File: config.mk
export PLATFORM = sky130hd
export DESIGN_NAME = least_loaded_list_dispatcher_top
export DESIGN_NICKNAME = d
export VERILOG_FILES = /design/src/design/llld_pkg.sv /design/src/design/llld_front.sv /design/src/design/llld_back.sv /design/src/design/least_loaded_list_dispatcher_top.sv
export SDC_FILE = /design/constraint.sdc
export NUM_CORES = 1
export LEC_CHECK = 0
export ABC_AREA = 1
export BUFFER_PORTS_ARGS = -buffer_cell sky130_fd_sc_hd__buf_2
export CORE_ASPECT_RATIO = 1.1
export CORE_UTILIZATION = 60
export CTS_CLUSTER_DIAMETER = 60
export CTS_CLUSTER_SIZE = 28
export DETAILED_ROUTE_END_ITERATION = 10
export PLACE_DENSITY = 0.73
export SYNTH_ARGS = -nofsm -noshare
export SYNTH_HDL_FRONTEND = slang
export SYNTH_SLANG_ARGS = --single-unit
File: constraint.sdc
create_clock -name clk -period 11.5 [get_ports clk]
set_input_delay 0.575 -clock clk [delete_from_list [all_inputs] [get_ports clk]]
set_output_delay 0.575 -clock clk [all_outputs]
set_load 0.05 [all_outputs]
File: src/design/llld_pkg.sv
// Shared types and constants for the least-loaded list dispatcher.
// No dependencies; imported by every module of the block.
package llld_pkg;

  localparam int COST_W       = 32;
  localparam int TOTAL_W      = 40;
  localparam int WORKER_W     = 4;
  localparam int COUNT_W      = 5;
  localparam int MAX_WORKERS_DEF = 16;
  localparam logic [COUNT_W-1:0] COUNT_RESET = 5'd4;

  typedef struct packed {
    logic [COST_W-1:0] cost;
    logic              last_unit;
  } unit_t;

  typedef struct packed {
    logic [WORKER_W-1:0] worker;
    logic [TOTAL_W-1:0]  finish_time;
    logic [TOTAL_W-1:0]  makespan;
    logic                run_done;
  } result_t;

  // Handshake between the input queue and the scheduler.
  typedef struct packed {
    logic  valid;
    unit_t unit;
  } queue_head_t;

endpackage

File: src/design/llld_front.sv
// Input side of the dispatcher: a two-word queue that takes work units.
// Depends on llld_pkg.
module llld_front import llld_pkg::*; (
  input  logic        clk,
  input  logic        rst,
  input  logic        unit_valid,
  output logic        unit_ready,
  input  unit_t       unit,
  output queue_head_t head,
  input  logic        pop
);

  logic [1:0] slots_used;
  logic       wr_ptr;
  logic       rd_ptr;
  unit_t      slot [2];
  logic       push;

  assign unit_ready = (slots_used != 2'd2);
  assign push       = unit_valid && unit_ready;
  assign head.valid = (slots_used != 2'd0);
  assign head.unit  = slot[rd_ptr];

  always_ff @(posedge clk) begin
    if (rst) begin
      slots_used <= 2'd0;
      wr_ptr     <= 1'b0;
      rd_ptr     <= 1'b0;
    end else begin
      if (push) begin
        wr_ptr <= ~wr_ptr;
      end
      if (pop) begin
        rd_ptr <= ~rd_ptr;
      end
      unique case ({push, pop})
        2'b10:   slots_used <= slots_used + 2'd1;
        2'b01:   slots_used <= slots_used - 2'd1;
        default: slots_used <= slots_used;
      endcase
    end
  end

  always_ff @(posedge clk) begin
    if (push) begin
      slot[wr_ptr] <= unit;
    end
  end

  a_count_bound: assert property (@(posedge clk) disable iff (rst) slots_used <= 2'd2)
    else $error("queue count out of range");
  a_pop_nonempty: assert property (@(posedge clk) disable iff (rst)
    pop |-> slots_used != 2'd0)
    else $error("pop from empty queue");
  a_ptr_track: assert property (@(posedge clk) disable iff (rst)
    (slots_used == 2'd0 || slots_used == 2'd2) |-> wr_ptr == rd_ptr)
    else $error("queue pointers disagree with count");

endmodule

File: src/design/llld_back.sv
// Scheduler: scans busy totals one worker a cycle, picks the least loaded,
// updates its total and presents the result word. Depends on llld_pkg.
module llld_back import llld_pkg::*; #(
  parameter int MAX_WORKERS = MAX_WORKERS_DEF
) (
  input  logic               clk,
  input  logic               rst,
  input  logic [COUNT_W-1:0] worker_count,
  input  queue_head_t        head,
  output logic               pop,
  output logic               result_valid,
  input  logic               result_ready,
  output result_t            result
);

  localparam int IW   = (MAX_WORKERS > 1) ? $clog2(MAX_WORKERS) : 1;
  localparam int NW   = $clog2(MAX_WORKERS + 1);
  localparam int CMPW = (NW > COUNT_W) ? NW : COUNT_W;

  localparam logic [1:0] S_IDLE   = 2'd0;
  localparam logic [1:0] S_SCAN   = 2'd1;
  localparam logic [1:0] S_FINISH = 2'd2;

  logic [1:0]             state;
  logic [IW-1:0]          issue_idx;
  logic                   issue_done;
  logic [IW-1:0]          n_last;
  logic [IW-1:0]          n_last_next;
  logic                   rd_live;
  logic [IW-1:0]          rd_idx;
  logic [TOTAL_W-1:0]     rd_data;
  logic                   rd_ok;
  logic [TOTAL_W-1:0]     min_val;
  logic [IW-1:0]          pick;
  logic [COST_W-1:0]      cur_cost;
  logic                   cur_last;
  logic [TOTAL_W-1:0]     largest;
  logic [MAX_WORKERS-1:0] entry_ok;
  logic [TOTAL_W-1:0]     mem [MAX_WORKERS];

  logic [CMPW-1:0]        count_ext;
  logic [CMPW-1:0]        n_act;
  logic [TOTAL_W-1:0]     eff;
  logic [TOTAL_W:0]       sum;
  logic [TOTAL_W-1:0]     total;
  logic [TOTAL_W-1:0]     largest_next;
  logic                   out_free;
  logic                   commit;

  // Clamp the configured count to 1..MAX_WORKERS.
  always_comb begin
    count_ext = CMPW'(worker_count);
    if (count_ext == '0) begin
      n_act = CMPW'(1);
    end else if (count_ext > CMPW'(MAX_WORKERS)) begin
      n_act = CMPW'(MAX_WORKERS);
    end else begin
      n_act = count_ext;
    end
    n_last_next = IW'(n_act - CMPW'(1));
  end

  assign eff          = rd_ok ? rd_data : '0;
  assign sum          = (TOTAL_W+1)'(min_val) + (TOTAL_W+1)'(cur_cost);
  assign total        = sum[TOTAL_W] ? {TOTAL_W{1'b1}} : sum[TOTAL_W-1:0];
  assign largest_next = (total > largest) ? total : largest;
  assign out_free     = !result_valid || result_ready;
  assign commit       = (state == S_FINISH) && out_free;
  assign pop          = (state == S_IDLE) && head.valid;

  always_ff @(posedge clk) begin
    if (rst) begin
      state        <= S_IDLE;
      issue_idx    <= '0;
      issue_done   <= 1'b0;
      rd_live      <= 1'b0;
      entry_ok     <= '0;
      largest      <= '0;
      result_valid <= 1'b0;
    end else begin
      rd_live <= (state == S_SCAN) && !issue_done;
      if (result_valid && result_ready && !commit) begin
        result_valid <= 1'b0;
      end
      unique case (state)
        S_IDLE: begin
          if (head.valid) begin
            state      <= S_SCAN;
            issue_idx  <= '0;
            issue_done <= 1'b0;
          end
        end
        S_SCAN: begin
          if (!issue_done) begin
            if (issue_idx == n_last) begin
              issue_done <= 1'b1;
            end else begin
              issue_idx <= issue_idx + IW'(1);
            end
          end
          if (rd_live && rd_idx == n_last) begin
            state <= S_FINISH;
          end
        end
        S_FINISH: begin
          if (out_free) begin
            result_valid <= 1'b1;
            state        <= S_IDLE;
            if (cur_last) begin
              entry_ok <= '0;
              largest  <= '0;
            end else begin
              entry_ok[pick] <= 1'b1;
              largest        <= largest_next;
            end
          end
        end
        default: state <= S_IDLE;
      endcase
    end
  end

  // Datapath: item capture, running minimum, result word.
  always_ff @(posedge clk) begin
    if (pop) begin
      cur_cost <= head.unit.cost;
      cur_last <= head.unit.last_unit;
      n_last   <= n_last_next;
    end
    rd_idx <= issue_idx;
    if (rd_live && (rd_idx == '0 || eff < min_val)) begin
      min_val <= eff;
      pick    <= rd_idx;
    end
    if (commit) begin
      result.worker      <= WORKER_W'(pick);
      result.finish_time <= total;
      result.makespan    <= cur_last ? largest_next : '0;
      result.run_done    <= cur_last;
    end
  end

  // Busy-total memory: one read port for the scan, one write port.
  always_ff @(posedge clk) begin
    if (commit) begin
      mem[pick] <= total;
    end
    rd_data <= mem[issue_idx];
    rd_ok   <= entry_ok[issue_idx];
  end

  a_pick_range: assert property (@(posedge clk) disable iff (rst)
    (state == S_FINISH) |-> pick <= n_last)
    else $error("picked worker beyond active count");
  a_read_range: assert property (@(posedge clk) disable iff (rst)
    rd_live |-> rd_idx <= n_last)
    else $error("scan read beyond active count");
  a_no_pop_busy: assert property (@(posedge clk) disable iff (rst)
    (state != S_IDLE) |-> !pop)
    else $error("queue popped while scheduler busy");
  a_commit_clear: assert property (@(posedge clk) disable iff (rst)
    (commit && cur_last) |=> (entry_ok == '0 && largest == '0))
    else $error("totals not cleared after last unit");

endmodule

File: src/design/least_loaded_list_dispatcher_top.sv
// Top level of the least-loaded list dispatcher: config register, input
// queue and scheduler. Depends on llld_pkg, llld_front, llld_back.
//
// Usage:
//   unit channel (unit_valid/unit_ready/unit) takes one work word: a cost in
//   ticks and a last_unit flag. result channel (result_valid/result_ready/
//   result) returns one word per unit: the chosen worker, its new busy total
//   (saturating at 2^40-1), and on the last unit of a run the makespan with
//   run_done set; all totals then clear for the next run.
//   cfg channel (cfg_valid/cfg_ready/cfg_data) writes worker_count; it is
//   always ready. Write it only while no unit is in flight.
// Flow:
//   A unit word reaches the queue head and is popped, the scan reads one
//   busy total per active worker, the last read enters the running minimum,
//   and the chosen total is added, saturated and written back with the result
//   word. A new unit is popped only after the previous result is committed.
// Reset (rst, synchronous): worker_count returns to 4, all totals read as
//   zero at once through per-worker valid bits, queue and result empty.
// Stall: a result holds in the output register while result_ready is low;
//   the scan of the next unit proceeds and the queue keeps taking two words.
module least_loaded_list_dispatcher_top import llld_pkg::*; #(
  parameter int MAX_WORKERS = MAX_WORKERS_DEF
) (
  input  logic               clk,
  input  logic               rst,
  input  logic               cfg_valid,
  output logic               cfg_ready,
  input  logic [COUNT_W-1:0] cfg_data,
  input  logic               unit_valid,
  output logic               unit_ready,
  input  unit_t              unit,
  output logic               result_valid,
  input  logic               result_ready,
  output result_t            result
);

  logic [COUNT_W-1:0] worker_count;
  queue_head_t        head;
  logic               pop;

  // Config register: take every write immediately.
  assign cfg_ready = 1'b1;

  always_ff @(posedge clk) begin
    if (rst) begin
      worker_count <= COUNT_RESET;
    end else if (cfg_valid) begin
      worker_count <= cfg_data;
    end
  end

  // Front: accept and queue work words.
  llld_front u_front (
    .clk        (clk),
    .rst        (rst),
    .unit_valid (unit_valid),
    .unit_ready (unit_ready),
    .unit       (unit),
    .head       (head),
    .pop        (pop)
  );

  // Back: scan totals, dispatch, present the result word.
  llld_back #(
    .MAX_WORKERS (MAX_WORKERS)
  ) u_back (
    .clk          (clk),
    .rst          (rst),
    .worker_count (worker_count),
    .head         (head),
    .pop          (pop),
    .result_valid (result_valid),
    .result_ready (result_ready),
    .result       (result)
  );

endmodule
==> results.md, run 1 <==
Setup path:
- The critical path goes through ha_1 > fa_1 > nand3_1 > nand3_1 > nand2_1 > nand3_2 > nand3_1 > nand3_1 > nor2_1 > inv_1 > ha_1 > a21oi_1 > o21ai_0 > a21oi_1 > nor2_1 > nor2_1 > a21oi_4 > inv_2 > nand2_1 > nand2_1 > nor2_1.
- STA puts the critical path data arrival time at 6.17 ns.
- On the critical path, the stage with the largest delay is an instance of sky130_fd_sc_hd__nand3_1.
- STA puts the critical path data required time at 11.89 ns.
- In this design, the stage delay of the slowest critical-path cell is 0.82 ns.
- The family of cells with the greatest summed delay on the critical path is simple AND/OR/NAND/NOR gates.
- The kind of end point of the critical path is a flop.
- In this run the worst path has a maximum fanout of 38.
- The path type of the worst setup path is flop to flop.
- The sort of element at the start of the critical path is a flop.
- The worst path buffer plus inverter count is 2.
- The worst-case register-to-register setup slack is 5.72 ns.

Floorplan:
- The initial core utilization is 60.7%.
- From bottom edge to top edge, the die measures 279 um.
- The die covers 0.0709 mm2.
- 131 I/O pins were placed.
- The number of standard-cell rows in the floorplan is 101.
- The horizontal die dimension is 254 um.
- The total core area is 0.0690 mm2.

Place:
- The routability-driven placement congestion ratio is 1.06.
- Once placement completed, the tool counted placed cells totaling 4588.
- Before CTS, the worst setup slack after placement is 5.91 ns.
- In this run the cell area measured after placement is 0.0435 mm2.
- The post-DP HPWL is 69700 um.
- Buffers placed on the I/O ports in this run total 129.

CTS:
- Buffers added to address setup during post-CTS repair amount to 0.
- Hold repair after CTS inserted 0 buffers.
- The TritonCTS sink count is 991.
- The cell chosen for the clock root is sky130_fd_sc_hd__clkbuf_16.
- At the later pin of the worst-skew pair, clock insertion delay measures 0.66 ns.
- The clock passes through at most 3 buffers.
- The H-tree was split into 2 levels.
- Clock-pin slew was measured on the worst setup and hold paths at 0.10 ns.
- Counting the buffers created by CTS gives 51.
- The number of resized instances in the post-cts repair step is 0.
- The clock tree from TritonCTS is yes.

Layout:
- The post-route standard cell area excluding fillers is 0.0453 mm2.
- Leaving out fill and tap cells, the most frequent cell in the layout is sky130_fd_sc_hd__edfxtp_1.
- The post-layout instance count excluding filler cells is 4685.
- The library cells used most frequently in the layout, excluding fill and tap cells, are sky130_fd_sc_hd__edfxtp_1, sky130_fd_sc_hd__nand2_1, sky130_fd_sc_hd__nor2_1.
- The net count of the finished layout is 3872.
- In the final layout, the share of cells above drive strength 1 is 8.71%.
- The layout overhead on the synthesized area is 8.14%.

Power:
- Across the VDD grid, the largest voltage drop is 0.190 mV.
- The total chip power is 11.6 mW.
- The part of the total power dissipated in sequential elements is 45.2%.
- The clock share of power is 18.9%.
- The cell-internal power is 6.98 mW.
- The share of total power dissipated in combinational logic is 35.9%.
- The ratio of total power to cell area is 256 mW/mm2.
- The switching share of power is 39.8%.
- The static leakage power is 16.7 nW.
- The switching component of the power is 4.61 mW.

Routing:
- The routed via count is 28900.
- The final layout contains routed wiring with a total length of 118000 um.
- The via count normalized by instance count is 6.17.
- The DRC marker count from the first detailed-route iteration is 3865.
- The average wire per standard cell is 25.1 um.
- The first detailed-routing pass took 6 iterations.
- The detail route stage leaves a number of antenna-violating nets equal to 0.
- After detailed routing, the number of remaining DRC violations is 0.

Synthesis:
- The synthesized netlist occupies a cell area of 0.0419 mm2.
- The adder and majority cell fraction of the synthesized area is 3.45%.
- The dominant combinational cell family by area after synthesis is simple AND/OR/NAND/NOR gates.
- The distinct cell type count of the synthesized netlist is 44.
- Summing the areas of all xor and xnor instances in the mapped netlist gives 0.627% of the synthesized area.
- Synthesis produced 3665 cells.
- The synthesized design contains 991 register bits.
- After synthesis, the share of cell area in mux cells is 0.887%.
- The simple-gate share of the synthesized area is 12.5%.
- The sequential-to-total area share from yosys stat is 68.2%.
- Counting flops with an async set or reset pin after synthesis yields a share of 0%.
- The primary flip-flop cell chosen by synthesis mapping is sky130_fd_sc_hd__edfxtp_1.
- The average instance in the mapped netlist occupies 11.4 um2.
- The yosys synthesis warning count is 0.
- The net count after synthesis is 3823.
- In this run, synthesis inferred 872 flip-flops with an integrated enable.
- The synthesized netlist devotes 9.90% of its cell area to compound gates.

STA:
- The highest clock rate is 173 MHz.
- The final-layout setup total negative slack is 0 ns.
- The minimum period implied by the final worst setup slack is 5.78 ns.
- Setup slack on the critical path of the routed design comes to 5.72 ns.
- The worst path uses 50.3% of the clock period.
- The post-route clock skew is 0.0362 ns.
- In this run the tightest slew margin relative to its limit is 19.5%.
- Setup violations remaining at the end of the flow were counted as 0.
- At the pin with the least slew margin, the transition time is 1.21 ns.
- Setup repair after global routing left no endpoint under its margin.
- The count of final hold-check violations came to 0.
- The count of pins over their slew limit was 0.

Global routing:
- The number of global-route vias before repair came to 26400.
- The total global routing overflow is 0.
- The initial antenna violation count was 4.
- The first global-routing pass estimated 170000 um of wire.
- The overall global routing resource usage is 33.2%.
- Entering global routing, the biggest net connects 144 pins.

Run:
- Across the run, the number of max-cap violations was 0.

Min path:
- The path class of the tightest hold or removal check is primary input to flop.

Outcome:
- The run finished with clean final reports.
==> state kept, by name (all words and copies together) (netlist names) <==
| signal | cells |
|---|---|
| u_back.rd_idx | 4 |
| u_back.largest | 40 |
| u_back.n_last | 4 |
| u_back.min_val | 40 |
| u_back.mem | 640 |
| u_back.rd_data | 40 |
| u_front.slots_used | 2 |
| u_back.entry_ok | 16 |
| u_back.result_valid | 1 |
| u_back.pick | 4 |
| u_back.issue_idx | 4 |
| u_back.cur_last | 1 |
| u_back.result | 85 |
| u_back.issue_done | 1 |
| u_back.cur_cost | 32 |
| u_front.rd_ptr | 1 |
| u_front.slot | 66 |
| u_front.wr_ptr | 1 |
| u_back.state | 2 |
| u_back.rd_live | 1 |
| u_back.rd_ok | 1 |
| worker_count | 5 |
==> worst paths after layout <==
path,from,depth (start not counted),to
max,u_back.min_val[0],21,u_back.result[22]
min,unit[25],1,u_front.slot[0][25]
max reg2reg,u_back.min_val[0],21,u_back.result[22]
min reg2reg,u_front.rd_ptr,1,u_front.rd_ptr
==> through the flow <==
| stage | hold WS (ns) | utilization, % |
|---|---|---|
| CTS | 0.0778 | 65.7 |
| detailed placement | 0.413 | 63.0 |
| global route | 0.0942 | 65.7 |
| finish | 0.109 | 65.7 |
| floorplan | 0.329 | - |
| global placement | 0.410 | 63.0 |
==> layout make-up <==
class	instances	area, um2
Multi-Input combinational cell	2192	11600
Tap cell	927	1160
Antenna cell	2	5.00
Fill cell	5161	23700
Sequential cell	991	28600
Timing Repair Buffer	170	953
Clock inverter	35	452
Clock buffer	60	1350
Inverter	308	1170
==> routing by layer <==
layer | global-route usage (%) | vias to the layer above | part of all wire, % | wire length (um)
li1 | - | 13000 | - | -
met1 | 48.0 | 14100 | 40 | 46900
met2 | 50.9 | 1599 | 45 | 53300
met3 | 3.81 | 243 | 10 | 11800
met4 | 14.7 | 2 | 4.7 | 5510
met5 | 0 | - | 0.0094 | 11
==> Yosys cell counts, types with 2 or more instances <==
master | n | area [um2]
sky130_fd_sc_hd__nand2_1 | 576 | 2160
sky130_fd_sc_hd__o22ai_1 | 32 | 200
sky130_fd_sc_hd__o21a_1 | 3 | 22.5
sky130_fd_sc_hd__o21ai_0 | 354 | 1770
sky130_fd_sc_hd__mux2_2 | 33 | 372
sky130_fd_sc_hd__xnor2_1 | 5 | 43.8
sky130_fd_sc_hd__inv_2 | 2 | 7.51
sky130_fd_sc_hd__a21o_1 | 3 | 22.5
sky130_fd_sc_hd__nor3_1 | 20 | 100
sky130_fd_sc_hd__dfxtp_1 | 119 | 2380
sky130_fd_sc_hd__nor2_1 | 548 | 2060
sky130_fd_sc_hd__and3_1 | 2 | 12.5
sky130_fd_sc_hd__o21bai_1 | 4 | 30.0
sky130_fd_sc_hd__nand3_1 | 148 | 741
sky130_fd_sc_hd__ha_1 | 114 | 1430
sky130_fd_sc_hd__xor2_1 | 25 | 219
sky130_fd_sc_hd__inv_1 | 303 | 1140
sky130_fd_sc_hd__nand4_1 | 18 | 113
sky130_fd_sc_hd__nor4_1 | 2 | 12.5
sky130_fd_sc_hd__clkinv_1 | 3 | 11.3
sky130_fd_sc_hd__o221ai_1 | 133 | 1160
sky130_fd_sc_hd__buf_4 | 2 | 15.0
sky130_fd_sc_hd__clkbuf_1 | 149 | 559
sky130_fd_sc_hd__buf_1 | 13 | 48.8
sky130_fd_sc_hd__buf_6 | 4 | 45.0
sky130_fd_sc_hd__o211ai_1 | 35 | 263
sky130_fd_sc_hd__buf_2 | 6 | 30.0
sky130_fd_sc_hd__edfxtp_1 | 872 | 26200
sky130_fd_sc_hd__a21oi_1 | 122 | 611
==> cells by family (layout without fill, tap and decap cells) <==
logic type | count (synthesis) | after routing
AND/OR/NAND/NOR | 1320 | 1320
flip-flops | 991 | 991
AO/OA/AOI/OAI | 693 | 693
buffers and inverters | 482 | 573
adder cells (fa/ha/maj) | 115 | 115
multiplexers | 33 | 33
XOR/XNOR | 30 | 30
other | 1 | 3
==> power groups by stage <==
stage / Sequential [mW] / Clock (mW) / Combinational [mW]
CTS: 5.23 / 2.21 / 4.09
detailed placement: 5.30 / 0 / 4.07
global placement: 5.30 / 0 / 4.01
global route: 5.26 / 2.32 / 4.54
floorplan: 5.36 / 0 / 2.55
finish: 5.24 / 2.19 / 4.17
(Power assumes the default switching activity.)
==> run 2, diff against run 1 <==
Settings changed: CORE_UTILIZATION 60 to 56, PLACE_DENSITY 0.73 to 0.72.
Clock period 11.5 ns to 4.7 ns, I/O delays scaled along.
==> results.md, run 2 (same netlist as run 1, synthesis figures left out) <==
Run:
- The tool flagged a number of max-cap violations equal to 0.

Setup path:
- In this run the critical register-to-register path is captured at u_back.result[35].
- The kind of end point of the critical path is a flop.
- In this run the register-to-register setup slack is 0.27 ns.
- The worst endpoint required time is 5.09 ns.
- The number of cells on the worst reg-to-reg path is 22.
- The maximum fanout along the worst path is 24.
- The worst setup path is launched from a flop.
- The worst setup path is of the flop to flop kind.
- The reg-to-reg critical path startpoint is u_back.min_val[27].
- Data on the critical path arrives at its endpoint at 4.82 ns.

Routing:
- The first detailed-routing pass took 6 iterations.
- After detailed routing, the average wire length per cell comes to 24.0 um.
- After detailed routing, the number of remaining DRC violations is 0.
- The DRC marker count from the first detailed-route iteration is 3279.
- The total wirelength of the detailed-routed design is 116000 um.
- The routed via count is 28900.
- The antenna violation net count after detailed routing is 0.
- The via count normalized by instance count is 5.99.

Min path:
- The startpoint of the lowest-slack hold path is rst.
- Along the worst hold path, the cell count comes to 3.
- The hold path endpoint is u_back.state[0].
- The type of the tightest min-delay check is primary input to flop.

Outcome:
- The run finished with clean final reports.

Layout:
- The library cell used most frequently in the layout, excluding fill and tap cells, is sky130_fd_sc_hd__edfxtp_1.
- In the layout the commonest cells are sky130_fd_sc_hd__edfxtp_1, sky130_fd_sc_hd__nand2_1, sky130_fd_sc_hd__nor2_1.
- The net count of the finished layout is 3981.
- The number of flip-flops under the largest register name is 640.
- In the final layout, the registers with the most flip-flops are u_back.mem (640), u_back.result (85), u_front.slot (66).
- u_back.mem holds more flip-flops than any other register.
- The share of cells above drive strength 1 is 10.9%.
- The antenna diode count is 0.
- The final core utilization is 63.4%.
- Counting the fill cells in the layout gives 5666.
- The layout overhead on the synthesized area is 11.4%.

STA:
- The count of final hold-check violations is 0.
- The count of pins over their slew limit is 0.
- Static timing analysis puts the maximum clock frequency at 226 MHz.
- The minimum period implied by the final worst setup slack is 4.43 ns.
- The post-route clock skew is 0.0315 ns.
- The transition time of the tightest slew-check pin is 1.24 ns.
- In this run the tightest slew margin relative to its limit is 17.6%.
- The total setup violations reported at the end of the flow is 0.
- In the final timing run, aggregate negative setup slack is 0 ns.
- The worst path uses 94.3% of the clock period.
- In the post-route analysis, the smallest setup slack over all paths is 0.269 ns.

Global routing:
- The first global-routing pass estimated 170000 um of wire.
- The overall global routing resource usage is 30.2%.
- Entering global routing, the biggest net connects 186 pins.
- The total global routing overflow is 0.
- The initial antenna violation count is 5.
- The number of global-route vias before repair is 27100.

CTS:
- Clock tree synthesis inserted a total of 57 buffers.
- The clock tree from TritonCTS is yes.
- The number of buffers between clock root and the deepest sink is 3.
- The clock network latency to the later pin of the worst-skew pair is 0.66 ns.
- Clock-pin slew was measured on the worst setup and hold paths at 0.10 ns.
- The TritonCTS sink count is 991.
- In this run the number of H-tree levels came out at 2.
- The cell chosen for the clock root is sky130_fd_sc_hd__clkbuf_16.

Place:
- The worst-case setup slack after placement is 0.166 ns.
- Input and output buffers added on the ports amount to 129.
- Routability-driven placement finished with a final weighted congestion of 1.05.
- The HPWL after detailed placement is 71800 um.

Power:
- The static leakage power is 17.4 nW.
- The peak supply drop is 0.399 mV.
- Summed over all nets, the switching power comes to 12.0 mW.
- Per report_power, the combinational group accounts for 38.0% of the total.
- The cell-internal power is 17.7 mW.
- The clock share of power is 19.1%.
- For this design the ratio of total power to cell area is 636 mW/mm2.
- The switching share of power is 40.3%.
- Registers are responsible for 42.9% of the overall power.
- Power comes to 29.7 mW.

Floorplan:
- The number of standard-cell rows in the floorplan is 104.
- The floorplan step defined a die boundary enclosing 0.0759 mm2.
- The number of ports placed on the die boundary is 131.
- For this configuration, the core starts out at a cell density of 56.9%.
- The horizontal die dimension is 263 um.
- The vertical extent of the die is 289 um.
- The core region is 0.0737 mm2.
==> run 2: cell types whose count changed in the layout (fill, tap and decap cells not counted), moves of 3 or more <==
cell	delta
sky130_fd_sc_hd__clkinv_2	+3
sky130_fd_sc_hd__clkbuf_16	+6
sky130_fd_sc_hd__buf_12	+9
sky130_fd_sc_hd__dlygate4sd3_1	+48
sky130_fd_sc_hd__ha_2	+4
sky130_fd_sc_hd__clkbuf_1	-4
sky130_fd_sc_hd__buf_4	+43
sky130_fd_sc_hd__ha_1	-4
sky130_fd_sc_hd__nor2_1	-14
sky130_fd_sc_hd__clkinv_8	+3
sky130_fd_sc_hd__clkinv_4	+3
sky130_fd_sc_hd__nor2_2	+14
==> run 2: critical path, cell delays in order (launching register included) <==
cell                       delay (ns)
sky130_fd_sc_hd__edfxtp_1        0.52
sky130_fd_sc_hd__ha_1            0.39
sky130_fd_sc_hd__a21oi_1         0.27
sky130_fd_sc_hd__o21ai_0         0.21
sky130_fd_sc_hd__nand2_1         0.09
sky130_fd_sc_hd__nand2_1         0.08
sky130_fd_sc_hd__nand2_1         0.08
sky130_fd_sc_hd__nand3_1         0.07
sky130_fd_sc_hd__buf_4           0.24
sky130_fd_sc_hd__nor2_1          0.20
sky130_fd_sc_hd__inv_1           0.11
sky130_fd_sc_hd__ha_1            0.30
sky130_fd_sc_hd__nand2_1         0.07
sky130_fd_sc_hd__nor2_1          0.25
sky130_fd_sc_hd__a21oi_1         0.12
sky130_fd_sc_hd__buf_4           0.16
sky130_fd_sc_hd__nor2_1          0.08
sky130_fd_sc_hd__nor2_1          0.08
sky130_fd_sc_hd__a21oi_4         0.32
sky130_fd_sc_hd__buf_12          0.19
sky130_fd_sc_hd__nand4_1         0.14
sky130_fd_sc_hd__nand2_1         0.09
sky130_fd_sc_hd__nor2_1          0.04
==> run 2: power by group through the flow <==
stage / Sequential (mW) / Clock (mW) / Combinational, mW
4_1_cts: 12.7 / 5.76 / 11.1
5_1_grt: 12.8 / 6.04 / 12.3
6_report: 12.7 / 5.69 / 11.3
3_3_place_gp: 12.9 / 0 / 10.9
2_1_floorplan: 13.1 / 0 / 6.24
3_5_place_dp: 12.9 / 0 / 11.0
==> run 2: worst max path at each step <==
stage | startpoint | to | slack [ns]
final | u_back.min_val[27] | u_back.result[35] | 0.27
after CTS | u_back.min_val[0] | u_back.result[16] | 0.14
after global routing | u_back.cur_cost[12] | u_back.largest[30] | -0.008
after floorplan | u_back.result_valid | u_back.mem[12][0] | 0.11
after detailed placement | u_back.min_val[0] | u_back.result[23] | 0.17
after global placement | u_back.min_val[0] | u_back.result[25] | 0.28
==> run 2: per-layer routing <==
| layer | share of wire (%) | vias to the layer above | global-route usage (%) | wire length, um |
|---|---|---|---|---|
| li1 | - | 13200 | - | - |
| met1 | 40 | 14100 | 40.8 | 46200 |
| met2 | 48 | 1312 | 50.3 | 55700 |
| met3 | 7.3 | 223 | 2.93 | 8440 |
| met4 | 4.6 | 0 | 13.6 | 5370 |
| met5 | 0 | - | 0 | 0 |
==> run 2: repair_timing <==
action | in CTS | in global routing
endpoints found under the hold margin | 74 | 0
setup buffers | 0 | 0
setup endpoints to repair | 0 | 80
hold buffers | 48 | 0
gates resized for setup | 0 | 34
==> run 2: cell type report <==
class | instances | area (um2) | area share, %
sequential | 991 | 28600 | 61.2
multi-input combinational | 2193 | 11800 | 25.2
timing repair buffer | 272 | 1980 | 4.23
clock buffer | 62 | 1480 | 3.16
tap | 954 | 1190 | 2.56
inverter | 308 | 1170 | 2.50
clock inverter | 43 | 541 | 1.16
==> run 2: through the flow <==
| stage | std cells | hold WS, ns | instance area (um2) |
|---|---|---|---|
| finish | 4823 | 0.200 | 46700 |
| global route | 4823 | 0.213 | 46700 |
| CTS | 4821 | 0.187 | 46500 |
| detailed placement | 4668 | 0.415 | 44000 |
| global placement | 4668 | 0.410 | 44000 |
| floorplan | 3665 | 0.329 | 41900 |
